## config.mk

```make
export PLATFORM = sky130hd
export DESIGN_NAME = twc_ctrl
export DESIGN_NICKNAME = d
export VERILOG_FILES = /design/src/hdl/twc_pkg.sv /design/src/hdl/twc_ctrl.sv
export SDC_FILE = /design/constraint.sdc
export NUM_CORES = 1
export LEC_CHECK = 0
export BUFFER_PORTS_ARGS = -buffer_cell sky130_fd_sc_hd__buf_2
export CAP_MARGIN = 10
export CORE_UTILIZATION = 44
export DETAILED_ROUTE_END_ITERATION = 10
export GPL_TIMING_DRIVEN = 0
export PLACE_DENSITY = 0.78
export SYNTH_ARGS = -nofsm -noshare
export SYNTH_HDL_FRONTEND = slang
export SYNTH_SLANG_ARGS = --single-unit
```

## constraint.sdc

```tcl
create_clock -name clk -period 2 [get_ports clk]
set_clock_uncertainty 0.15 [all_clocks]
set_input_delay 0.1 -clock clk [delete_from_list [all_inputs] [get_ports clk]]
set_output_delay 0.1 -clock clk [all_outputs]
set_load 0.1 [all_outputs]
```

## src/hdl/twc_pkg.sv

```systemverilog
// Shared types, codes and constants of the text window console.
package twc_pkg;

  // Default screen geometry in character cells.
  localparam int DEF_SCREEN_COLS = 80;
  localparam int DEF_SCREEN_ROWS = 25;

  // Fixed field widths.
  localparam int CELL_W     = 16;
  localparam int CELL_IDX_W = 11;
  localparam int CFG_IDX_W  = 3;
  localparam int CFG_DATA_W = 8;

  // Transaction function codes.
  localparam logic [1:0] FUNC_PUT   = 2'd0;
  localparam logic [1:0] FUNC_READ  = 2'd1;
  localparam logic [1:0] FUNC_CLEAR = 2'd2;
  localparam logic [1:0] FUNC_SETC  = 2'd3;

  // Configuration register indexes.
  localparam logic [CFG_IDX_W-1:0] REG_WIN_COL    = 3'd0;
  localparam logic [CFG_IDX_W-1:0] REG_WIN_ROW    = 3'd1;
  localparam logic [CFG_IDX_W-1:0] REG_WIN_WIDTH  = 3'd2;
  localparam logic [CFG_IDX_W-1:0] REG_WIN_HEIGHT = 3'd3;
  localparam logic [CFG_IDX_W-1:0] REG_GLYPH      = 3'd4;

  // Configuration reset values.
  localparam logic [6:0] RST_WIN_WIDTH  = 7'd80;
  localparam logic [4:0] RST_WIN_HEIGHT = 5'd25;
  localparam logic [7:0] RST_GLYPH      = 8'd32;

  // Cell attributes and special characters.
  localparam logic [7:0] TEXT_ATTR  = 8'h0F;
  localparam logic [7:0] GLYPH_ATTR = 8'h8F;
  localparam logic [7:0] BLANK_CHAR = 8'h20;
  localparam logic [7:0] NEWLINE    = 8'h0A;

  // Screen memory write data selects.
  localparam logic [2:0] WSEL_ZERO  = 3'd0;
  localparam logic [2:0] WSEL_BLANK = 3'd1;
  localparam logic [2:0] WSEL_TEXT  = 3'd2;
  localparam logic [2:0] WSEL_GLYPH = 3'd3;
  localparam logic [2:0] WSEL_COPY  = 3'd4;

  // Screen memory write address selects.
  localparam logic [1:0] ASEL_SCAN    = 2'd0;
  localparam logic [1:0] ASEL_SCAN_UP = 2'd1;
  localparam logic [1:0] ASEL_CURSOR  = 2'd2;

  // Screen memory read address selects.
  localparam logic RSEL_INDEX = 1'b0;
  localparam logic RSEL_SCAN  = 1'b1;

  // Input transaction payload.
  typedef struct packed {
    logic [1:0]            func;
    logic [7:0]            char_code;
    logic [CELL_IDX_W-1:0] cell_index;
    logic [6:0]            new_col;
    logic [4:0]            new_row;
  } twc_in_t;

  // Result transaction payload.
  typedef struct packed {
    logic [CELL_W-1:0] cell_data;
    logic [6:0]        cur_col;
    logic [4:0]        cur_row;
    logic              scrolled;
  } twc_out_t;

  // Commands from the controller to the datapath.
  typedef struct packed {
    logic       wr_en;
    logic [2:0] wr_sel;
    logic [1:0] addr_sel;
    logic       rd_en;
    logic       rd_sel;
    logic       cap_in;
    logic       scan_start;
    logic       scan_step;
    logic       init_step;
    logic       cur_adv;
    logic       cur_text;
    logic       cur_home;
    logic       cur_load;
    logic       out_load;
  } twc_cmd_t;

  // Status from the datapath to the controller.
  typedef struct packed {
    logic [1:0] func;
    logic       nl;
    logic       cur_inside;
    logic       scroll_need;
    logic       wh_one;
    logic       copy_last;
    logic       scan_end;
    logic       init_last;
  } twc_stat_t;

endpackage

```

## src/hdl/twc_ctrl.sv

```systemverilog
// Controller state machine of the text window console.
module twc_ctrl import twc_pkg::*; (
  input  logic      clk,
  input  logic      rst_n,
  input  logic      in_valid,
  output logic      in_ready,
  output logic      out_valid,
  input  logic      out_ready,
  input  twc_stat_t stat,
  output twc_cmd_t  cmd
);

  localparam logic [3:0] S_INIT  = 4'd0;
  localparam logic [3:0] S_IDLE  = 4'd1;
  localparam logic [3:0] S_DEC   = 4'd2;
  localparam logic [3:0] S_HIDE  = 4'd3;
  localparam logic [3:0] S_ADV   = 4'd4;
  localparam logic [3:0] S_CPRD  = 4'd5;
  localparam logic [3:0] S_CPWR  = 4'd6;
  localparam logic [3:0] S_BLANK = 4'd7;
  localparam logic [3:0] S_TEXT  = 4'd8;
  localparam logic [3:0] S_DRAW  = 4'd9;
  localparam logic [3:0] S_DONE  = 4'd10;

  logic [3:0] state_r;
  logic [3:0] state_nxt;
  logic       out_valid_r;
  logic       out_free;

  assign in_ready  = (state_r == S_IDLE);
  assign out_valid = out_valid_r;
  assign out_free  = !out_valid_r || out_ready;

  // Next state and datapath commands.
  always_comb begin
    state_nxt = state_r;
    cmd       = '0;
    unique case (state_r)
      S_INIT: begin
        // Clearing pass over the screen store after reset.
        cmd.wr_en     = 1'b1;
        cmd.wr_sel    = WSEL_ZERO;
        cmd.addr_sel  = ASEL_SCAN;
        cmd.init_step = 1'b1;
        if (stat.init_last) begin
          state_nxt = S_IDLE;
        end
      end
      S_IDLE: begin
        if (in_valid) begin
          cmd.cap_in = 1'b1;
          state_nxt  = S_DEC;
        end
      end
      S_DEC: begin
        unique case (stat.func) inside
          FUNC_PUT, FUNC_SETC: begin
            state_nxt = S_HIDE;
          end
          FUNC_READ: begin
            cmd.rd_en  = 1'b1;
            cmd.rd_sel = RSEL_INDEX;
            state_nxt  = S_DONE;
          end
          FUNC_CLEAR: begin
            cmd.cur_home   = 1'b1;
            cmd.scan_start = 1'b1;
            state_nxt      = S_BLANK;
          end
          default: state_nxt = S_DONE;
        endcase
      end
      S_HIDE: begin
        // Blank the old cursor cell before anything moves.
        cmd.wr_en    = stat.cur_inside;
        cmd.wr_sel   = WSEL_BLANK;
        cmd.addr_sel = ASEL_CURSOR;
        if (stat.func == FUNC_SETC) begin
          cmd.cur_load = 1'b1;
          state_nxt    = S_DRAW;
        end else begin
          state_nxt = S_ADV;
        end
      end
      S_ADV: begin
        cmd.cur_adv = 1'b1;
        if (stat.scroll_need) begin
          cmd.scan_start = 1'b1;
          state_nxt      = stat.wh_one ? S_BLANK : S_CPRD;
        end else begin
          state_nxt = S_TEXT;
        end
      end
      S_CPRD: begin
        cmd.rd_en  = 1'b1;
        cmd.rd_sel = RSEL_SCAN;
        state_nxt  = S_CPWR;
      end
      S_CPWR: begin
        // Move the cell just read up by one row.
        cmd.wr_en     = 1'b1;
        cmd.wr_sel    = WSEL_COPY;
        cmd.addr_sel  = ASEL_SCAN_UP;
        cmd.scan_step = 1'b1;
        state_nxt     = stat.copy_last ? S_BLANK : S_CPRD;
      end
      S_BLANK: begin
        cmd.wr_en     = 1'b1;
        cmd.wr_sel    = WSEL_BLANK;
        cmd.addr_sel  = ASEL_SCAN_UP;
        cmd.scan_step = 1'b1;
        if (stat.scan_end) begin
          state_nxt = (stat.func == FUNC_CLEAR) ? S_DRAW : S_TEXT;
        end
      end
      S_TEXT: begin
        cmd.wr_en    = !stat.nl && stat.cur_inside;
        cmd.wr_sel   = WSEL_TEXT;
        cmd.addr_sel = ASEL_CURSOR;
        cmd.cur_text = !stat.nl;
        state_nxt    = S_DRAW;
      end
      S_DRAW: begin
        cmd.wr_en    = stat.cur_inside;
        cmd.wr_sel   = WSEL_GLYPH;
        cmd.addr_sel = ASEL_CURSOR;
        state_nxt    = S_DONE;
      end
      S_DONE: begin
        if (out_free) begin
          cmd.out_load = 1'b1;
          state_nxt    = S_IDLE;
        end
      end
      default: state_nxt = S_IDLE;
    endcase
  end

  // State and result valid.
  always_ff @(posedge clk) begin
    if (!rst_n) begin
      state_r     <= S_INIT;
      out_valid_r <= 1'b0;
    end else begin
      state_r <= state_nxt;
      if (cmd.out_load) begin
        out_valid_r <= 1'b1;
      end else if (out_ready) begin
        out_valid_r <= 1'b0;
      end
    end
  end

  // No cell is written while waiting for a transaction.
  a_no_write_idle: assert property (@(posedge clk) disable iff (!rst_n)
    (state_r == S_IDLE) |-> !cmd.wr_en)
    else $error("screen write while idle");

  // An accepted transaction is decoded on the next cycle.
  a_accept_decodes: assert property (@(posedge clk) disable iff (!rst_n)
    (in_valid && in_ready) |=> (state_r == S_DEC))
    else $error("accepted transaction not decoded");

  // A result only appears at the end of an operation.
  a_result_from_done: assert property (@(posedge clk) disable iff (!rst_n)
    $rose(out_valid_r) |-> ($past(state_r) == S_DONE))
    else $error("result raised outside the completion state");

endmodule

```

==> flow_summary.ini <==
[run_status]
run_status = complete, no violations

[sta]
final_hold_viol_count = 0
worstMarginPinSlew_ns = 0.489
report.final.setup_viol = 0
tns_ns = 0
final_max_slew_viol_count = 0
final.min_clock_period_ns = 1.96
final_clock_period_utilization_by_the_worst_path = 0.982
layout_setup_ws_ns = 0.0358
max-slew-margin-rel = 0.676
timing.fmax_ghz = 0.509
rsz_0062_raised_after_global_routing = yes

[global_routing]
grt_usage = 0.255
first_global_vias = 662
grt_start_max_net_pins = 11
total_gr_overflow = 0
antenna_found_initial = 0
first_pass_grt_wire_length_um = 2710

[logic_synthesis]
yosys.area_share.adder = 0
synth_compound_gate_area_share = 0.260
post-synth-top-count-cell = nor2_1
synth.cell_area_sq_um = 634
post_synth_inst_count = 91
synth_area_leaders = dfxtp_1, nor3_1, nand2b_1, nor2_1, nor2b_1
synth.distinct_cells = 37
ys_async_sr_fraction = 0
syn-mean-instance-area_sq_um = 6.97
synthesis.nets = 104
synth_simple_gate_area_frac = 0.462
synthXorXnorAreaFrac = 0.0138
ys_seq_elements = 5
synth_enable_flop_cells = 0
post_synth_most_frequent_cells = nor2_1, nor3_1, nand2_1, buf_2, nand2b_1
synth_top_family_by_area = simple AND/OR/NAND/NOR gates
fraction_of_post_synthesis_cell_area_in_the_top_cell_type_by_area = 0.158
synth_sequential_area_ratio = 0.158
synthFlopType = dfxtp_1
ys_warn_count = 0
synth.largest_area_cell = dfxtp_1
synth_mux_area_frac = 0

[floorplan]
ios = 32
fp.dieArea_sq_mm = 0.00160
chipHeight_um = 40.0
start_util = 0.481
floorplan.die.width_um = 40.0
floorplan.core_area_sq_mm = 0.00132
placement_rows = 13

[finish]
fillers = 95
final_layout_size_suffix_gt1_frac = 0.500
finish.net_count = 140
non_filler_cell_area_final_sq_mm = 0.00105
num_antenna_cells = 0
post_route_utilization = 0.797
area_growth_syn_to_layout_pct = 65.5

[cts]
clock_path_buffers = 2
clockRootBuffer = clkbuf_4
tritoncts_num_sinks = 5
cts_max_level = 1
tritoncts.num_buffers = 3
clkLatencyLatePin_ns = 0.24
tritoncts = done
clkTransAtPathRegs_ns = 0.04

[route]
drc_errors = 0
drc_violation_total_after_the_first_tritonroute_iteration = 24
first_pass_iters = 4
postRouteWirelength_um = 1870
antenna_left = 0
detailroute.via_count = 809
wl_per_cell_um = 13.3
post_drt_via_cell_ratio = 5.74

[setup_path]
critPathMaxFanout = 10
end_kind = output pin
critical_path_required_ns = 1.75
cp.arrival_ns = 1.71
worstSetupPathType = flop to output pin
worst_r2r_path_depth = 5
cp-start-kind = flop

[pwr]
power.net_switching_uw = 288
power.share.sequential = 0.184
power.clock.fraction = 0.201
power.static_leakage_nw = 0.450
share_comb_of_total_power = 0.615
power.internal_uw = 300
power.share.switching = 0.490
max-vdd-ir-drop_v = 0.000579
cellPowerDensity_mw_per_mm2 = 560

[placement]
dpl_worst_slack_ns = -0.0535
place_congestion = 0.908
port_buffers = 31
dpl-instance-area_sq_um = 931
place.detailed.hpwl_um = 1340

[min_path]
whs_path_depth = 3
hp-class = input port to flop

[job]
drv.max_cap_violation_count = 0
==> critical path: stages, from the launching register on <==
cell	delay, ns
dfxtp_1	0.32
buf_6	0.14
clkbuf_4	0.21
nand2b_1	0.13
a31oi_1	0.12
o32ai_4	0.31
buf_8	0.24
==> path summary, 6_finish.rpt <==
path                                 start          to  slack [ns]
worst max register to register  state_r[1]  state_r[3]        0.41
worst min register to register   out_valid   out_valid        0.53
worst max-delay path            state_r[0]     cmd[16]        0.04
worst min-delay path             out_ready   out_valid        0.07
==> cells in the final DEF, fill, tap and decap left out, types with 2 or more instances in the layout <==
cell type / Yosys / layout
nand2_1: 7 / 7
a31oi_1: 3 / 3
dfxtp_1: 5 / 4
a21oi_1: 5 / 4
nor3_2: 0 / 3
nor4_1: 2 / 2
buf_8: 0 / 2
buf_6: 2 / 4
nor3_1: 8 / 2
nor3_4: 0 / 3
nor2_2: 0 / 2
o21ai_1: 2 / 2
nor2_1: 10 / 6
buf_4: 0 / 3
inv_1: 2 / 2
buf_12: 0 / 2
o21ai_0: 2 / 2
nor2b_1: 5 / 5
nor4b_4: 1 / 2
or2_1: 1 / 2
and2_1: 3 / 2
clkbuf_4: 0 / 8
buf_2: 6 / 23
nand2b_1: 6 / 6
nor2_4: 0 / 2
==> power groups by stage <==
| stage | Sequential (mW) | Clock (mW) | Combinational [mW] |
|---|---|---|---|
| global route | 0.109 | 0.125 | 0.381 |
| global placement | 0.109 | 0 | 0.330 |
| detailed placement | 0.110 | 0 | 0.333 |
| floorplan | 0.109 | 0 | 0.279 |
| finish | 0.108 | 0.118 | 0.362 |
| CTS | 0.108 | 0.121 | 0.349 |
==> sequential cells by signal (all words and copies together) (netlist names) <==
register   count
state_r        4
out_valid      1
==> final cells by class <==
type	count	area, sq um	area share
tap	15	18.8	0.0179
sequential	5	101	0.0965
timing repair buffer	32	228	0.217
buffer	9	77.6	0.0739
inverter	2	7.51	0.00715
multi-input combinational	74	591	0.563
clock buffer	4	26.3	0.0250
==> timing repair <==
| item | CTS | global route |
|---|---|---|
| gates resized for setup | 14 | 18 |
| pin swaps | 1 | 2 |
| setup endpoints to repair | 9 | 11 |
| hold buffers | 1 | 0 |
| hold endpoints to repair | 3 | 0 |
| setup buffers | 0 | 0 |
==> logic make-up (layout without fill, tap and decap cells) <==
logic type / after synthesis / after routing
AO/OA/AOI/OAI: 23 / 23
XOR/XNOR: 1 / 1
buffers and inverters: 12 / 47
flip-flops: 5 / 5
AND/OR/NAND/NOR: 50 / 50
==> routing by layer <==
layer | global-route usage | wire (um) | vias up
met2 | 0.399 | 903 | 40
met4 | 0.0776 | 8 | 0
met1 | 0.323 | 822 | 364
met3 | 0.0944 | 138 | 2
met5 | 0 | 0 | -
li1 | - | - | 403
==> through the flow <==
step | cells | hold slack (ns) | total power [mW]
after floorplan | 91 | 0.0646 | 0.389
after global placement | 137 | 0.232 | 0.439
after detailed placement | 137 | 0.238 | 0.443
after CTS | 142 | 0.0660 | 0.578
after global routing | 141 | 0.0812 | 0.615
final | 141 | 0.0665 | 0.588
Power figures use the tool's default switching activity.
